**config.mk**
```make
export PLATFORM = sky130hd
export DESIGN_NAME = plac_isqrt
export DESIGN_NICKNAME = d
export VERILOG_FILES = /design/src/design/plac_pkg.sv /design/src/design/plac_isqrt.sv
export SDC_FILE = /design/constraint.sdc
export NUM_CORES = 1
export LEC_CHECK = 0
export ABC_AREA = 1
export BUFFER_PORTS_ARGS = -buffer_cell sky130_fd_sc_hd__buf_2
export CAP_MARGIN = 5
export CORE_UTILIZATION = 40
export CTS_BUF_LIST = sky130_fd_sc_hd__clkbuf_2 sky130_fd_sc_hd__clkbuf_4 sky130_fd_sc_hd__clkbuf_8
export DETAILED_ROUTE_END_ITERATION = 16
export PLACE_DENSITY_LB_ADDON = 0.08
export SLEW_MARGIN = 15
export SYNTH_ARGS = -nofsm -noshare
export SYNTH_HDL_FRONTEND = slang
export SYNTH_SLANG_ARGS = --single-unit
```
**constraint.sdc**
```tcl
create_clock -name clk -period 12.1 [get_ports clk]
set_clock_uncertainty 0.2 [all_clocks]
set_input_delay 1.21 -clock clk [delete_from_list [all_inputs] [get_ports clk]]
set_output_delay 1.21 -clock clk [all_outputs]
set_load 0.05 [all_outputs]
```
**src/design/plac_pkg.sv**
```systemverilog
// Package for the polyline length accumulator.
// Holds field widths, op codes and the stored point format.
// No dependencies.
package plac_pkg;

  localparam int POINTS   = 16384;
  localparam int IDX_W    = 14;
  localparam int OP_W     = 2;
  localparam int COORD_W  = 32;
  localparam int SEG_W    = 48;
  localparam int TOT_W    = 56;
  localparam int RAD_W    = 68;
  localparam int ROOT_W   = 34;

  localparam logic [OP_W-1:0] OP_LOAD   = 2'd0;
  localparam logic [OP_W-1:0] OP_VISIT  = 2'd1;
  localparam logic [OP_W-1:0] OP_CLEAR  = 2'd2;
  localparam logic [OP_W-1:0] OP_UNUSED = 2'd3;

  typedef struct packed {
    logic [COORD_W-1:0] x;
    logic [COORD_W-1:0] y;
    logic [COORD_W-1:0] z;
    logic               valid;
  } point_t;

  localparam int PT_W = $bits(point_t);

endpackage

```
**src/design/plac_isqrt.sv**
```systemverilog
// Iterative floor square root, one result bit per cycle.
// Depends on plac_pkg for widths.
module plac_isqrt (
  input  logic                      clk,
  input  logic                      rst_n,
  input  logic                      start,
  input  logic [plac_pkg::RAD_W-1:0]  radicand,
  output logic                      done,
  output logic [plac_pkg::ROOT_W-1:0] root
);
  import plac_pkg::*;

  localparam int REM_W = ROOT_W + 2;
  localparam int CNT_W = $clog2(ROOT_W + 1);

  logic [RAD_W-1:0]  rad_r;
  logic [REM_W-1:0]  rem_r;
  logic [ROOT_W-1:0] root_r;
  logic [CNT_W-1:0]  cnt_r;
  logic              busy_r;
  logic              done_r;
  logic [REM_W-1:0]  rem_sh;
  logic [REM_W-1:0]  trial;
  logic              take;

  // One digit step: bring down two bits, try subtracting 4r+1
  assign rem_sh = {rem_r[REM_W-3:0], rad_r[RAD_W-1 -: 2]};
  assign trial  = {root_r, 2'b01};
  assign take   = (rem_sh >= trial);

  // Hold operands and advance one bit per cycle
  always_ff @(posedge clk) begin
    if (!rst_n) begin
      busy_r <= 1'b0;
      done_r <= 1'b0;
      cnt_r  <= '0;
    end else begin
      done_r <= 1'b0;
      if (start) begin
        busy_r <= 1'b1;
        cnt_r  <= CNT_W'(ROOT_W - 1);
        rad_r  <= radicand;
        rem_r  <= '0;
        root_r <= '0;
      end else if (busy_r) begin
        rad_r  <= {rad_r[RAD_W-3:0], 2'b00};
        rem_r  <= take ? (rem_sh - trial) : rem_sh;
        root_r <= {root_r[ROOT_W-2:0], take};
        if (cnt_r == '0) begin
          busy_r <= 1'b0;
          done_r <= 1'b1;
        end else begin
          cnt_r <= cnt_r - 1'b1;
        end
      end
    end
  end

  assign done = done_r;
  assign root = root_r;

endmodule

```
==> results.ini <==
[power]
vdd_ir_drop_max_mv = 0.0680
totalPowerFinal_mw = 1.37
leakagePower_nw = 5.11
power_per_cell_area_mw_per_mm2 = 136

[critical_path]
worstPathRequired_ns = 11.98
startpoint = start
worst_r2r_endpoint = rem_r[21]
timing.critical_path.to = rem_r[21]
timing.critical_path.from_type = input pin
timing.reg2reg.worst_path_depth = 4
r2r_start = busy_r
critPathKind = input pin to register
cp-end-kind = register
worst_ep_arrival_time_ns = 3.57
maximum_fanout_encountered_on_the_critical_timing_path = 75
minimum_setup_slack_among_reg_to_reg_paths_ns = 9.13

[drt]
first_iter_violations = 344
ant_nets = 0
routedWlPerCell_um = 12.9
detail_route.vias_per_cell = 4.56
firstDrtPassIters = 4
route.final.wire_length_mm = 19.9
via_count_of_the_routed_design = 7052
remaining_drc_errors = 0

[place]
io_buffers = 105
hpwl_mm = 14.2
dpl-instance-area_mm2 = 0.00963
globalplace.congestion = 0.892
preCtsSetupSlack_ns = 7.86
post-place-cells = 1514

[cells_and_area]
design_area_mm2 = 0.0100
final_nets = 1362
finalCoreUtilization_pct = 46.1
final_non_filler_cells = 1545
n_antenna_cell = 0
area_delta_synth_final_pct = 13.2
layout_cell_share_with_drive_strength_beyond_1_pct = 14.5

[timing]
timing.max_slew.rel_slack_pct = 33.5
worst_slack_ns = 8.40
maxClockFrequency_mhz = 270
final_period_minus_worst_setup_slack_ns = 3.70
worstMarginPinSlew_ns = 0.997
final.hold.worst_slack_ns = 0.299
setup_viol = 0
timing_max_transition_violations_final = 0
grt_setup_unrepaired = false
timing.final.hold_violations = 0
totalNegativeSetupSlack_ns = 0
finalCritPeriodShare_pct = 30.6

[floorplanning]
die_area_mm2 = 0.0228
std_cell_rows = 54
die-width_um = 151
num_io_pins = 106
die_height_um = 151
initial_utilization_pct = 40.7
area_of_the_core_mm2 = 0.0218

[synthesis]
area_share_of_the_largest_cell_type_after_synthesis_pct = 46.1
synth_cell_type_count = 32
net_count_after_synthesis = 1263
seq_area_frac_synth_pct = 47.9
syn_area_mm2 = 0.00886
async_flop_share_pct = 0
synth_top_area_cell = edfxtp_1
synth.ff_latch_count = 144
netlist_instances = 1154
synth_ff_type = edfxtp_1
synth_enable_flop_cells = 136
syn_area_per_cell_um2 = 7.68
post_synth_top_cells = nand2_1, inv_1, edfxtp_1
synthMostInstantiatedCell = nand2_1
ys_top_cells_by_area = edfxtp_1, nand2_1, inv_1
synth-warning-count = 0

[clock_tree]
cts_setup_buffers = 0
clock_tree.htree_level_count = 4
clk_transition_reported_paths_ns = 0.08
clockRootBuffer = clkbuf_8
post_cts_hold_buffer_count = 0
tritoncts = yes
clockBufferDepth = 2
clock_latency_ns = 0.46
cts_resized = 0
cts_num_sinks = 144
tritoncts.num_buffers = 17

[global_routing]
grt_max_degree = 96
grt_overflow_total = 0
antenna_violations_before_repair = 0
grt_pass1_wl_mm = 33.2
grt_util_all_layers_pct = 18.8
first_global_vias = 6689

[job]
max_cap_violations = 0

[outcome]
run_status = complete, no violations

[min_path]
min_path_type = register to register
worst_hold_path.num_cells = 2

==> logic make-up (layout without fill, tap and decap cells) <==
logic type / Yosys count / count (layout) / synth area share [%]
and+or+nand+nor: 695 / 695 / 31.9
buffers and inverters: 197 / 308 / 8.88
DFF: 144 / 144 / 47.9
AOI/OAI and AO/OA: 64 / 64 / 4.38
adders and majority gates: 38 / 38 / 5.37
xor gates and xnor gates: 16 / 16 / 1.58
==> power breakdown <==
| group | total [mW] | switching (mW) | internal (mW) |
|---|---|---|---|
| Combinational | 0.350 | 0.239 | 0.111 |
| Clock | 0.407 | 0.217 | 0.190 |
| Sequential | 0.609 | 0.0153 | 0.593 |
| Total | 1.37 | 0.471 | 0.895 |
==> cell usage in the layout (no fill, tap or decap), drive strengths merged, types with 15 or more instances in the layout <==
cell,netlist,layout
nand2,496,496
inv,168,176
nor2,144,144
edfxtp,136,136
buf,9,109
ha,38,38
a21oi,32,32
nand3,23,23
o21bai,21,21
clkbuf,20,17
xor2,15,15
==> registers in the layout, summed over array words and instances, names as in the netlist <==
register	count
rad_r	68
rem_r	34
root	34
cnt_r	6
busy_r	1
done	1
==> metal layers <==
layer	GRT usage, %	wire, um	vias to the layer above
li1	-	-	3797
met1	26.0	9900	3114
met2	29.7	8930	125
met3	3.77	741	16
met4	5.15	289	0
met5	0	0	-
==> how the worst min path moves through the flow <==
stage                         from  endpoint
after global placement    cnt_r[3]  cnt_r[3]
after CTS                 cnt_r[3]  cnt_r[3]
after detailed placement  cnt_r[3]  cnt_r[3]
after global routing      cnt_r[3]  cnt_r[3]
final                     cnt_r[3]  cnt_r[3]
after floorplan             busy_r      done
==> worst max-delay path: stages <==
cell and delay (ns):
buf_4 0.28, inv_2 0.09, a21oi_4 0.46, buf_4 0.58, buf_4 0.86
==> area by class of cell <==
cell class	instances	area (um2)
fill	2298	11700
sequential	144	4240
multi-input combinational	813	3840
inverter	168	633
timing repair buffer	109	558
tap	280	350
clock buffer	17	234
clock inverter	14	171
Note: power is estimated with default switching activity, not from simulation.
