===== src/design/plac_ram.sv =====
// Generic single-port-write, single-port-read RAM with registered read data.
// Standalone; no package dependency.
module plac_ram #(
  parameter int WIDTH = 8,
  parameter int DEPTH = 16,
  parameter int AW    = $clog2(DEPTH)
) (
  input  logic             clk,
  input  logic             we,
  input  logic [AW-1:0]    waddr,
  input  logic [WIDTH-1:0] wdata,
  input  logic             re,
  input  logic [AW-1:0]    raddr,
  output logic [WIDTH-1:0] rdata
);

  logic [WIDTH-1:0] mem [DEPTH];

  // Write, then registered read
  always_ff @(posedge clk) begin
    if (we) begin
      mem[waddr] <= wdata;
    end
    if (re) begin
      rdata <= mem[raddr];
    end
  end

endmodule


===== config.mk =====
export PLATFORM = sky130hd
export DESIGN_NAME = plac_ram
export DESIGN_NICKNAME = d
export VERILOG_FILES = /design/src/design/plac_ram.sv
export SDC_FILE = /design/constraint.sdc
export NUM_CORES = 1
export LEC_CHECK = 0
export BUFFER_PORTS_ARGS = -buffer_cell sky130_fd_sc_hd__buf_2
export CORE_MARGIN = 2
export CORE_UTILIZATION = 54
export CTS_CLUSTER_SIZE = 24
export DETAILED_ROUTE_END_ITERATION = 8
export PLACE_DENSITY_LB_ADDON = 0.05
export RECOVER_POWER = 50
export SLEW_MARGIN = 20
export SYNTH_ARGS = -nofsm -noshare
export SYNTH_HDL_FRONTEND = slang
export SYNTH_SLANG_ARGS = --single-unit

===== constraint.sdc =====
create_clock -name clk -period 2 [get_ports clk]
set_clock_uncertainty 0.15 [all_clocks]
set_input_delay 0.4 -clock clk [delete_from_list [all_inputs] [get_ports clk]]
set_output_delay 0.4 -clock clk [all_outputs]
set_load 0.02 [all_outputs]

==> impl_metrics.prom, run 1 <==
# TYPE chip_impl_metric gauge
chip_impl_metric{name="rows",unit=""} 35
chip_impl_info{name="rsz0062_at_grt",value="no"} 1
chip_impl_info{name="hold_path.class",value="primary input to register"} 1
chip_impl_metric{name="antenna_left",unit=""} 0
chip_impl_info{name="synth.top_cells.by_area",value="edfxtp_1 (78%), mux4_2 (7.8%), mux4_1 (7.0%)"} 1
chip_impl_metric{name="buffer_ports.inserted",unit=""} 26
chip_impl_metric{name="synth_area",unit="µm²"} 5230
chip_impl_metric{name="critical_path_peak_fanout",unit=""} 1
chip_impl_metric{name="yosys_warnings",unit=""} 0
chip_impl_metric{name="finalCriticalPeriod",unit="ps"} 1670
chip_impl_metric{name="cellLeakagePower",unit="nW"} 2.11
chip_impl_info{name="min_delay_src",value="waddr[0]"} 1
chip_impl_metric{name="clk-insertion-delay-late",unit="ps"} 510
chip_impl_metric{name="hold_violations",unit=""} 0
chip_impl_info{name="critical_path.endpoint_type",value="register"} 1
chip_impl_metric{name="ys_seq_area_share",unit="%"} 78.1
chip_impl_metric{name="grt.total_usage",unit="%"} 21.1
chip_impl_metric{name="ctsResizeCount",unit=""} 0
chip_impl_info{name="synthFlopType",value="edfxtp_1"} 1
chip_impl_metric{name="die_w",unit="µm"} 102
chip_impl_info{name="synth_top_cell_by_area",value="edfxtp_1"} 1
chip_impl_metric{name="synth_top_area_share",unit="%"} 78.1
chip_impl_metric{name="critical_path_depth",unit=""} 3
chip_impl_metric{name="finish.net_count",unit=""} 312
chip_impl_metric{name="drcViolationCount",unit=""} 0
chip_impl_metric{name="vias",unit=""} 2473
chip_impl_metric{name="ff2ff_path_depth",unit=""} 3
chip_impl_info{name="r2r-end",value="rdata[6]"} 1
chip_impl_metric{name="drv_cap",unit=""} 0
chip_impl_info{name="r2r_start",value="mem[3][6]"} 1
chip_impl_info{name="cp_top_family",value="multiplexers"} 1
chip_impl_metric{name="timing.slew.headroom",unit="%"} 48.6
chip_impl_metric{name="route.detailed.vias_per_inst",unit=""} 5.70
chip_impl_metric{name="place_ws",unit="ps"} -78.3
chip_impl_metric{name="irDropWorstVdd",unit="µV"} 641
chip_impl_metric{name="worst_slew_pin_slew",unit="ps"} 769
chip_impl_metric{name="ioPinCount",unit=""} 27
chip_impl_metric{name="hold_buffers",unit=""} 0
chip_impl_metric{name="clock_path_buffers",unit=""} 2
chip_impl_metric{name="timing.final.max_slew_violations",unit=""} 0
chip_impl_metric{name="grt_start_max_net_pins",unit=""} 19
chip_impl_metric{name="cp.buffers_inverters",unit=""} 0
chip_impl_metric{name="cp.required",unit="ps"} 2100
chip_impl_metric{name="grt_first_pass_wirelength",unit="mm"} 15.1
chip_impl_metric{name="grt_overflow_total",unit=""} 0
chip_impl_metric{name="critical-path-max-stage-delay",unit="ps"} 490
chip_impl_info{name="crit_type",value="register to register"} 1
chip_impl_metric{name="postSynthCellCount",unit=""} 229
chip_impl_metric{name="drt_first_pass_iters",unit=""} 4
chip_impl_metric{name="area_taken_by_multi_input_logic_gates",unit="µm²"} 1060
chip_impl_metric{name="floorplan.die_area",unit="µm²"} 10500
chip_impl_metric{name="setup_ws",unit="ps"} 327
chip_impl_metric{name="synth-seq-cells",unit=""} 136
chip_impl_info{name="synth_most_common_cell",value="edfxtp_1"} 1
chip_impl_metric{name="setup-tns-final",unit="ps"} 0
chip_impl_metric{name="final-setup-viol-count",unit=""} 0
chip_impl_metric{name="antenna_found_initial",unit=""} 0
chip_impl_metric{name="postCtsSetupBuffers",unit=""} 0
chip_impl_metric{name="holdPathStages",unit=""} 2
chip_impl_metric{name="antenna-diode-count",unit=""} 0
chip_impl_metric{name="layout.filler_cells",unit=""} 633
chip_impl_metric{name="layout_worst_path_cycle_share",unit="%"} 83.7
chip_impl_metric{name="worst_ep_arrival_time",unit="ps"} 1770
chip_impl_info{name="hold-path-endpoint",value="mem[0][4]"} 1
chip_impl_metric{name="number_of_buffers_added_by_the_clock_tree_synthesis_step",unit=""} 17
chip_impl_metric{name="synth_enable_flop_cells",unit=""} 136
chip_impl_info{name="clock_tree.root_cell",value="clkbuf_8"} 1
chip_impl_metric{name="synth.avg_cell_area",unit="µm²"} 22.8
chip_impl_metric{name="timing.reg2reg.setup_slack",unit="ps"} 330
chip_impl_metric{name="core_region_area",unit="µm²"} 9330
chip_impl_info{name="synth.cells.most_frequent",value="edfxtp_1 (136), mux4_2 (18), a22oi_1 (16)"} 1
chip_impl_metric{name="drive_gt1_share",unit="%"} 30.2
chip_impl_metric{name="max_freq",unit="MHz"} 598
chip_impl_metric{name="mappedNetlistNets",unit=""} 248
chip_impl_info{name="sequence_of_cells_on_the_critical_path",value="mux4_2 > a22oi_1 > nand2_1"} 1
chip_impl_metric{name="dp_hpwl",unit="mm"} 6.28
chip_impl_metric{name="floorplan.initialDensity",unit="%"} 56.0
chip_impl_metric{name="post_drt_wl_per_cell",unit="µm"} 22.7
chip_impl_metric{name="power_density",unit="nW/µm²"} 1040
chip_impl_metric{name="ff_latch_area",unit="µm²"} 4080
chip_impl_info{name="cts_tree",value="yes"} 1
chip_impl_metric{name="cts_htree_levels",unit=""} 4
chip_impl_metric{name="clkSinkCount",unit=""} 136
chip_impl_metric{name="layout-area-overhead-vs-synth",unit="%"} 19.3
chip_impl_metric{name="detail_route.iter0.violations",unit=""} 165
chip_impl_metric{name="final_wl",unit="mm"} 9.84
chip_impl_metric{name="die_h",unit="µm"} 102
chip_impl_metric{name="routabilityCongestion",unit=""} 0.790
chip_impl_info{name="status",value="complete, no violations"} 1
chip_impl_info{name="cp_slowest_cell",value="mux4_2"} 1
chip_impl_metric{name="async_sr_flop_fraction",unit="%"} 0
chip_impl_metric{name="clk_transition_reported_paths",unit="ps"} 60
chip_impl_info{name="critPathLaunchType",value="register"} 1
chip_impl_metric{name="ys_types",unit=""} 18
chip_impl_metric{name="via_count_of_the_first_global_routing_pass",unit=""} 2480
==> state kept, by name (all words and copies together) (netlist names) <==
signal and cells:
mem 128, rdata 8
==> worst max-delay path by stage <==
| stage | slack (ps) | startpoint | endpoint |
|---|---|---|---|
| after CTS | 310 | rdata[1] | rdata[1] |
| after global placement | -60 | raddr[0] | rdata[2] |
| final | 330 | mem[3][6] | rdata[6] |
| after global routing | 250 | mem[3][6] | rdata[6] |
| after floorplan | 170 | raddr[0] | rdata[1] |
| after detailed placement | -80 | raddr[0] | rdata[3] |
==> cell usage in the layout (no fill, tap or decap), drive strengths merged <==
cell type    n
mux4        32
edfxtp     136
a22oi       16
clkbuf      29
nand2        9
nand3b       2
bufinv       3
nor2        13
clkinvlp     3
or3b         1
nor3         4
nand2b       2
nor2b        1
nand3        1
buf         44
clkinv       7
and2         1
and2b        1
==> cell type report <==
type / instances / area share [%]
well taps: 129 / 2.59
multi-input cells: 83 / 17.0
flip-flops and latches: 136 / 65.5
clock buffers: 18 / 6.70
repair buffers: 55 / 5.72
clock inverters: 13 / 2.51
==> power breakdown <==
| part | leakage [nW] | switching [mW] | total (mW) | internal (mW) |
|---|---|---|---|---|
| Combinational | 0.605 | 0.182 | 0.311 | 0.129 |
| Clock | 0.272 | 1.10 | 2.97 | 1.88 |
| Sequential | 1.24 | 0.0152 | 3.23 | 3.21 |
==> metal layers <==
metal	up-vias	GRT usage (%)	wire length, µm
met5	-	0	0
met4	0	8.00	102
met3	9	4.58	410
met2	71	31.6	4680
met1	1280	31.1	4640
li1	1113	-	-
==> cell families (layout without fill, tap and decap cells) <==
| family | Yosys count | after routing | synth area share (%) |
|---|---|---|---|
| AOI/OAI and AO/OA | 16 | 16 | 2.30 |
| buffers and inverters | 10 | 86 | 1.65 |
| and+or+nand+nor | 35 | 35 | 3.14 |
| muxes | 32 | 32 | 14.8 |
| DFF | 136 | 136 | 78.1 |
==> worst register-to-register path, stage by stage, from the launching register on <==
cell	delay, ps
edfxtp_1	370
mux4_2	490
a22oi_1	320
nand2_1	90
==> through the flow <==
step | power [mW] | cells | instance area (µm²) | hold slack, ps | util [%]
2_1_floorplan | 3.46 | 229 | 5230 | 349 | -
3_3_place_gp | 3.60 | 403 | 5680 | 580 | 60.9
3_5_place_dp | 3.60 | 403 | 5680 | 582 | 60.9
4_1_cts | 6.56 | 434 | 6250 | 100 | 67.1
5_1_grt | 6.73 | 434 | 6240 | 146 | 66.9
6_report | 6.51 | 434 | 6240 | 150 | 66.9
Note: power is estimated with default switching activity, not from simulation.
==> run 2: changes to the inputs <==
--- a/config.mk
+++ b/config.mk
@@ -5,9 +5,10 @@
 export SDC_FILE = /design/constraint.sdc
 export NUM_CORES = 1
 export LEC_CHECK = 0
+export ABC_AREA = 1
 export BUFFER_PORTS_ARGS = -buffer_cell sky130_fd_sc_hd__buf_2
 export CORE_MARGIN = 2
-export CORE_UTILIZATION = 54
+export CORE_UTILIZATION = 55
 export CTS_CLUSTER_SIZE = 24
 export DETAILED_ROUTE_END_ITERATION = 8
 export PLACE_DENSITY_LB_ADDON = 0.05
==> constraint.sdc (replaced) <==
create_clock -name clk -period 1.38 [get_ports clk]
set_clock_uncertainty 0.15 [all_clocks]
set_input_delay 0.276 -clock clk [delete_from_list [all_inputs] [get_ports clk]]
set_output_delay 0.276 -clock clk [all_outputs]
set_load 0.02 [all_outputs]
==> run 2 against run 1 <==
Against the previous run: sequential share of layout area shrank 6.2 points; hold slack lost 46 ps; clock-buffer cell count rose by 5; largest power group unchanged; the flow now finishes with violations (negative setup slack); sequential power up 45%; non-clock buffer count up 2; die area increased by 9.4%; critical endpoint is now rdata[5]; largest cell class unchanged; total power is 48% higher; clock power rose by 45%; final area grew 10%; critical path depth decreased by 2; critical path type is now register to output port.
==> impl_metrics.prom, run 2 <==
# TYPE chip_impl_metric gauge
chip_impl_info{name="status",value="finished with violations"} 1
chip_impl_info{name="violations",value="negative setup slack"} 1
chip_impl_metric{name="clock_path_buffers",unit=""} 2
chip_impl_metric{name="synth_enable_flop_cells",unit=""} 136
chip_impl_info{name="registers.top_by_ff_count",value="mem"} 1
chip_impl_metric{name="postSynthCellCount",unit=""} 551
chip_impl_metric{name="buffer_ports.inserted",unit=""} 26
chip_impl_metric{name="clk-insertion-delay-late",unit="ps"} 530
chip_impl_metric{name="layout.filler_cells",unit=""} 829
chip_impl_metric{name="final_standard_cell_utilization_of_the_core",unit="%"} 66.8
chip_impl_metric{name="ioPinCount",unit=""} 27
chip_impl_metric{name="synth_top_area_share",unit="%"} 69.8
chip_impl_metric{name="synth_area",unit="µm²"} 5850
chip_impl_metric{name="area_taken_by_multi_input_logic_gates",unit="µm²"} 1220
chip_impl_info{name="worstSetupEndpoint",value="rdata[5]"} 1
chip_impl_metric{name="cp.required",unit="ps"} 950
chip_impl_info{name="synth_top_cell_by_area",value="edfxtp_1"} 1
chip_impl_metric{name="max_freq",unit="MHz"} 640
chip_impl_info{name="crit_type",value="register to output port"} 1
chip_impl_info{name="r2r_start",value="mem[9][0]"} 1
chip_impl_metric{name="cellLeakagePower",unit="nW"} 2.98
chip_impl_info{name="critical_path.startpoint",value="rdata[5]"} 1
chip_impl_metric{name="number_of_buffers_added_by_the_clock_tree_synthesis_step",unit=""} 17
chip_impl_metric{name="layout-area-overhead-vs-synth",unit="%"} 17.9
chip_impl_metric{name="rows",unit=""} 37
chip_impl_metric{name="timing.reg2reg.setup_slack",unit="ps"} 120
chip_impl_metric{name="vias",unit=""} 3871
chip_impl_metric{name="setup_ws",unit="ps"} -182
chip_impl_info{name="synth.cells.most_frequent",value="nand2_1 (173), edfxtp_1 (136), inv_1 (100)"} 1
chip_impl_metric{name="core_region_area",unit="µm²"} 10300
chip_impl_metric{name="die_w",unit="µm"} 107
chip_impl_metric{name="irDropWorstVdd",unit="µV"} 912
chip_impl_metric{name="antenna-diode-count",unit=""} 0
chip_impl_metric{name="via_count_of_the_first_global_routing_pass",unit=""} 3731
chip_impl_info{name="synthFlopType",value="edfxtp_1"} 1
chip_impl_info{name="min_delay_src",value="raddr[3]"} 1
chip_impl_metric{name="ys_seq_area_share",unit="%"} 69.8
chip_impl_info{name="critical_path.endpoint_type",value="output port"} 1
chip_impl_metric{name="grt_start_max_net_pins",unit=""} 45
chip_impl_metric{name="mappedNetlistNets",unit=""} 570
chip_impl_metric{name="worst_slew_pin_slew",unit="ps"} 985
chip_impl_info{name="largest_registers",value="mem: 128 flops, rdata: 8 flops"} 1
chip_impl_metric{name="async_sr_flop_fraction",unit="%"} 0
chip_impl_metric{name="antenna_left",unit=""} 0
chip_impl_metric{name="final-setup-viol-count",unit=""} 8
chip_impl_metric{name="ys_types",unit=""} 11
chip_impl_metric{name="clk_transition_reported_paths",unit="ps"} 60
chip_impl_metric{name="routabilityCongestion",unit=""} 0.861
chip_impl_info{name="final_common_cell",value="nand2_1"} 1
chip_impl_metric{name="power_density",unit="nW/µm²"} 1400
chip_impl_metric{name="layout_worst_path_cycle_share",unit="%"} 113
chip_impl_metric{name="drive_gt1_share",unit="%"} 12.0
chip_impl_info{name="synth.top_cells.by_area",value="edfxtp_1 (70%), nand2_1 (11%), nand3_1 (8.3%)"} 1
chip_impl_metric{name="drcViolationCount",unit=""} 0
chip_impl_metric{name="post_drt_wl_per_cell",unit="µm"} 17.2
chip_impl_metric{name="final_cell_count_no_fill",unit=""} 752
chip_impl_metric{name="clkSinkCount",unit=""} 136
chip_impl_metric{name="grt.total_usage",unit="%"} 25.1
chip_impl_metric{name="floorplan.die_area",unit="µm²"} 11500
chip_impl_metric{name="finalPower",unit="mW"} 9.64
chip_impl_metric{name="timing.final.max_slew_violations",unit=""} 0
chip_impl_info{name="sequence_of_cells_on_the_critical_path",value="buf_6"} 1
chip_impl_info{name="critPathLaunchType",value="register"} 1
chip_impl_metric{name="hold_violations",unit=""} 0
chip_impl_metric{name="antenna_found_initial",unit=""} 0
chip_impl_metric{name="drt_first_pass_iters",unit=""} 5
chip_impl_metric{name="critical_path_depth",unit=""} 1
chip_impl_info{name="r2r-end",value="rdata[0]"} 1
chip_impl_info{name="synth_most_common_cell",value="nand2_1"} 1
chip_impl_metric{name="critical_path_peak_fanout",unit=""} 1
chip_impl_metric{name="synth-seq-cells",unit=""} 136
chip_impl_metric{name="cp.buffers_inverters",unit=""} 1
chip_impl_info{name="cp_top_family",value="flip-flops"} 1
chip_impl_metric{name="finalCriticalPeriod",unit="ps"} 1560
chip_impl_metric{name="synth.avg_cell_area",unit="µm²"} 10.6
chip_impl_metric{name="die_h",unit="µm"} 107
chip_impl_metric{name="worst_ep_arrival_time",unit="ps"} 1140
chip_impl_metric{name="timing.slew.headroom",unit="%"} 34.3
chip_impl_metric{name="dp_hpwl",unit="mm"} 8.44
chip_impl_metric{name="ff2ff_path_depth",unit=""} 6
chip_impl_metric{name="floorplan.initialDensity",unit="%"} 56.6
chip_impl_metric{name="yosys_warnings",unit=""} 0
chip_impl_metric{name="largest_reg_flops",unit=""} 128
chip_impl_metric{name="setup-tns-final",unit="ps"} -1040
chip_impl_metric{name="grt_first_pass_wirelength",unit="mm"} 20.6
chip_impl_metric{name="finish.net_count",unit=""} 622
chip_impl_metric{name="critical-path-max-stage-delay",unit="ps"} 450
chip_impl_info{name="cts_tree",value="yes"} 1
chip_impl_metric{name="final_wl",unit="mm"} 13.0
chip_impl_metric{name="ff_latch_area",unit="µm²"} 4080
chip_impl_metric{name="cts_htree_levels",unit=""} 4
chip_impl_metric{name="drv_cap",unit=""} 0
chip_impl_metric{name="place.detailed.instances",unit=""} 719
chip_impl_metric{name="grt_overflow_total",unit=""} 0
chip_impl_info{name="cp_slowest_cell",value="edfxtp_1"} 1
chip_impl_metric{name="route.detailed.vias_per_inst",unit=""} 5.15
chip_impl_info{name="clock_tree.root_cell",value="clkbuf_8"} 1
chip_impl_info{name="hold_path.class",value="primary input to register"} 1
chip_impl_info{name="layout_common_cells",value="nand2_1 (173), edfxtp_1 (136), inv_1 (100), nand3_1 (96), buf_4 (23)"} 1
chip_impl_info{name="rsz0062_at_grt",value="yes"} 1
chip_impl_metric{name="detail_route.iter0.violations",unit=""} 288
==> run 2: cell types whose count changed after synthesis, moves of 4 or more <==
cell,delta
a22oi_1,-16
buf_2,+10
inv_1,+100
mux4_1,-14
mux4_2,-18
nand2_1,+164
nand3_1,+96
nor2_1,+4
nor3_1,-4
==> run 2: where the power goes <==
part	total (mW)	switching, mW	internal (mW)
clock	4.32	1.58	2.74
combinational	0.637	0.419	0.218
sequential	4.69	0.0319	4.66
total	9.64	2.03	7.61
==> run 2: cell families (layout without fill, tap and decap cells) <==
group                  Yosys count  count (layout)  synth area share, %
flip-flops                     136             136                 69.8
AND/OR/NAND/NOR                289             289                 20.8
buffers and inverters          126             191                 9.39
==> run 2: metal layers <==
layer / global-route usage [%] / vias up / part of all wire, %
met5: 0 / - / 0
met4: 7.24 / 0 / 1.1
met2: 37.1 / 136 / 46
met1: 36.9 / 1834 / 45
met3: 6.44 / 12 / 7.6
li1: - / 1889 / -
==> run 2: worst min path at each step <==
stage / end / slack [ps] / depth (start not counted)
after CTS: mem[2][5] / 2 / 1
after floorplan: mem[0][0] / 220 / 0
final: rdata[5] / 100 / 4
after global placement: rdata[7] / 510 / 1
after detailed placement: rdata[7] / 510 / 1
after global routing: rdata[5] / 100 / 4
==> run 2: layout make-up <==
cell class	count	area share, %
clock buffers	23	6.34
clock inverters	9	1.82
inverters	102	5.55
multi-input cells	289	17.7
flip-flops and latches	136	59.2
well taps	136	2.47
repair buffers	57	6.90
==> run 2: timing repair <==
action	CTS	global route
pin swaps	0	0
hold endpoints to repair	8	0
resized for setup	8	9
setup buffers	0	0
endpoints found under the setup margin	8	9
hold buffers	1	0
==> run 2: stage by stage <==
step	area [µm²]	worst slack, ps	hold WS (ps)
floorplan	5850	3.16	225
global placement	6280	-206	512
detailed placement	6280	-216	511
CTS	6880	-213	2.22
global route	6890	-210	96.0
finish	6890	-182	104
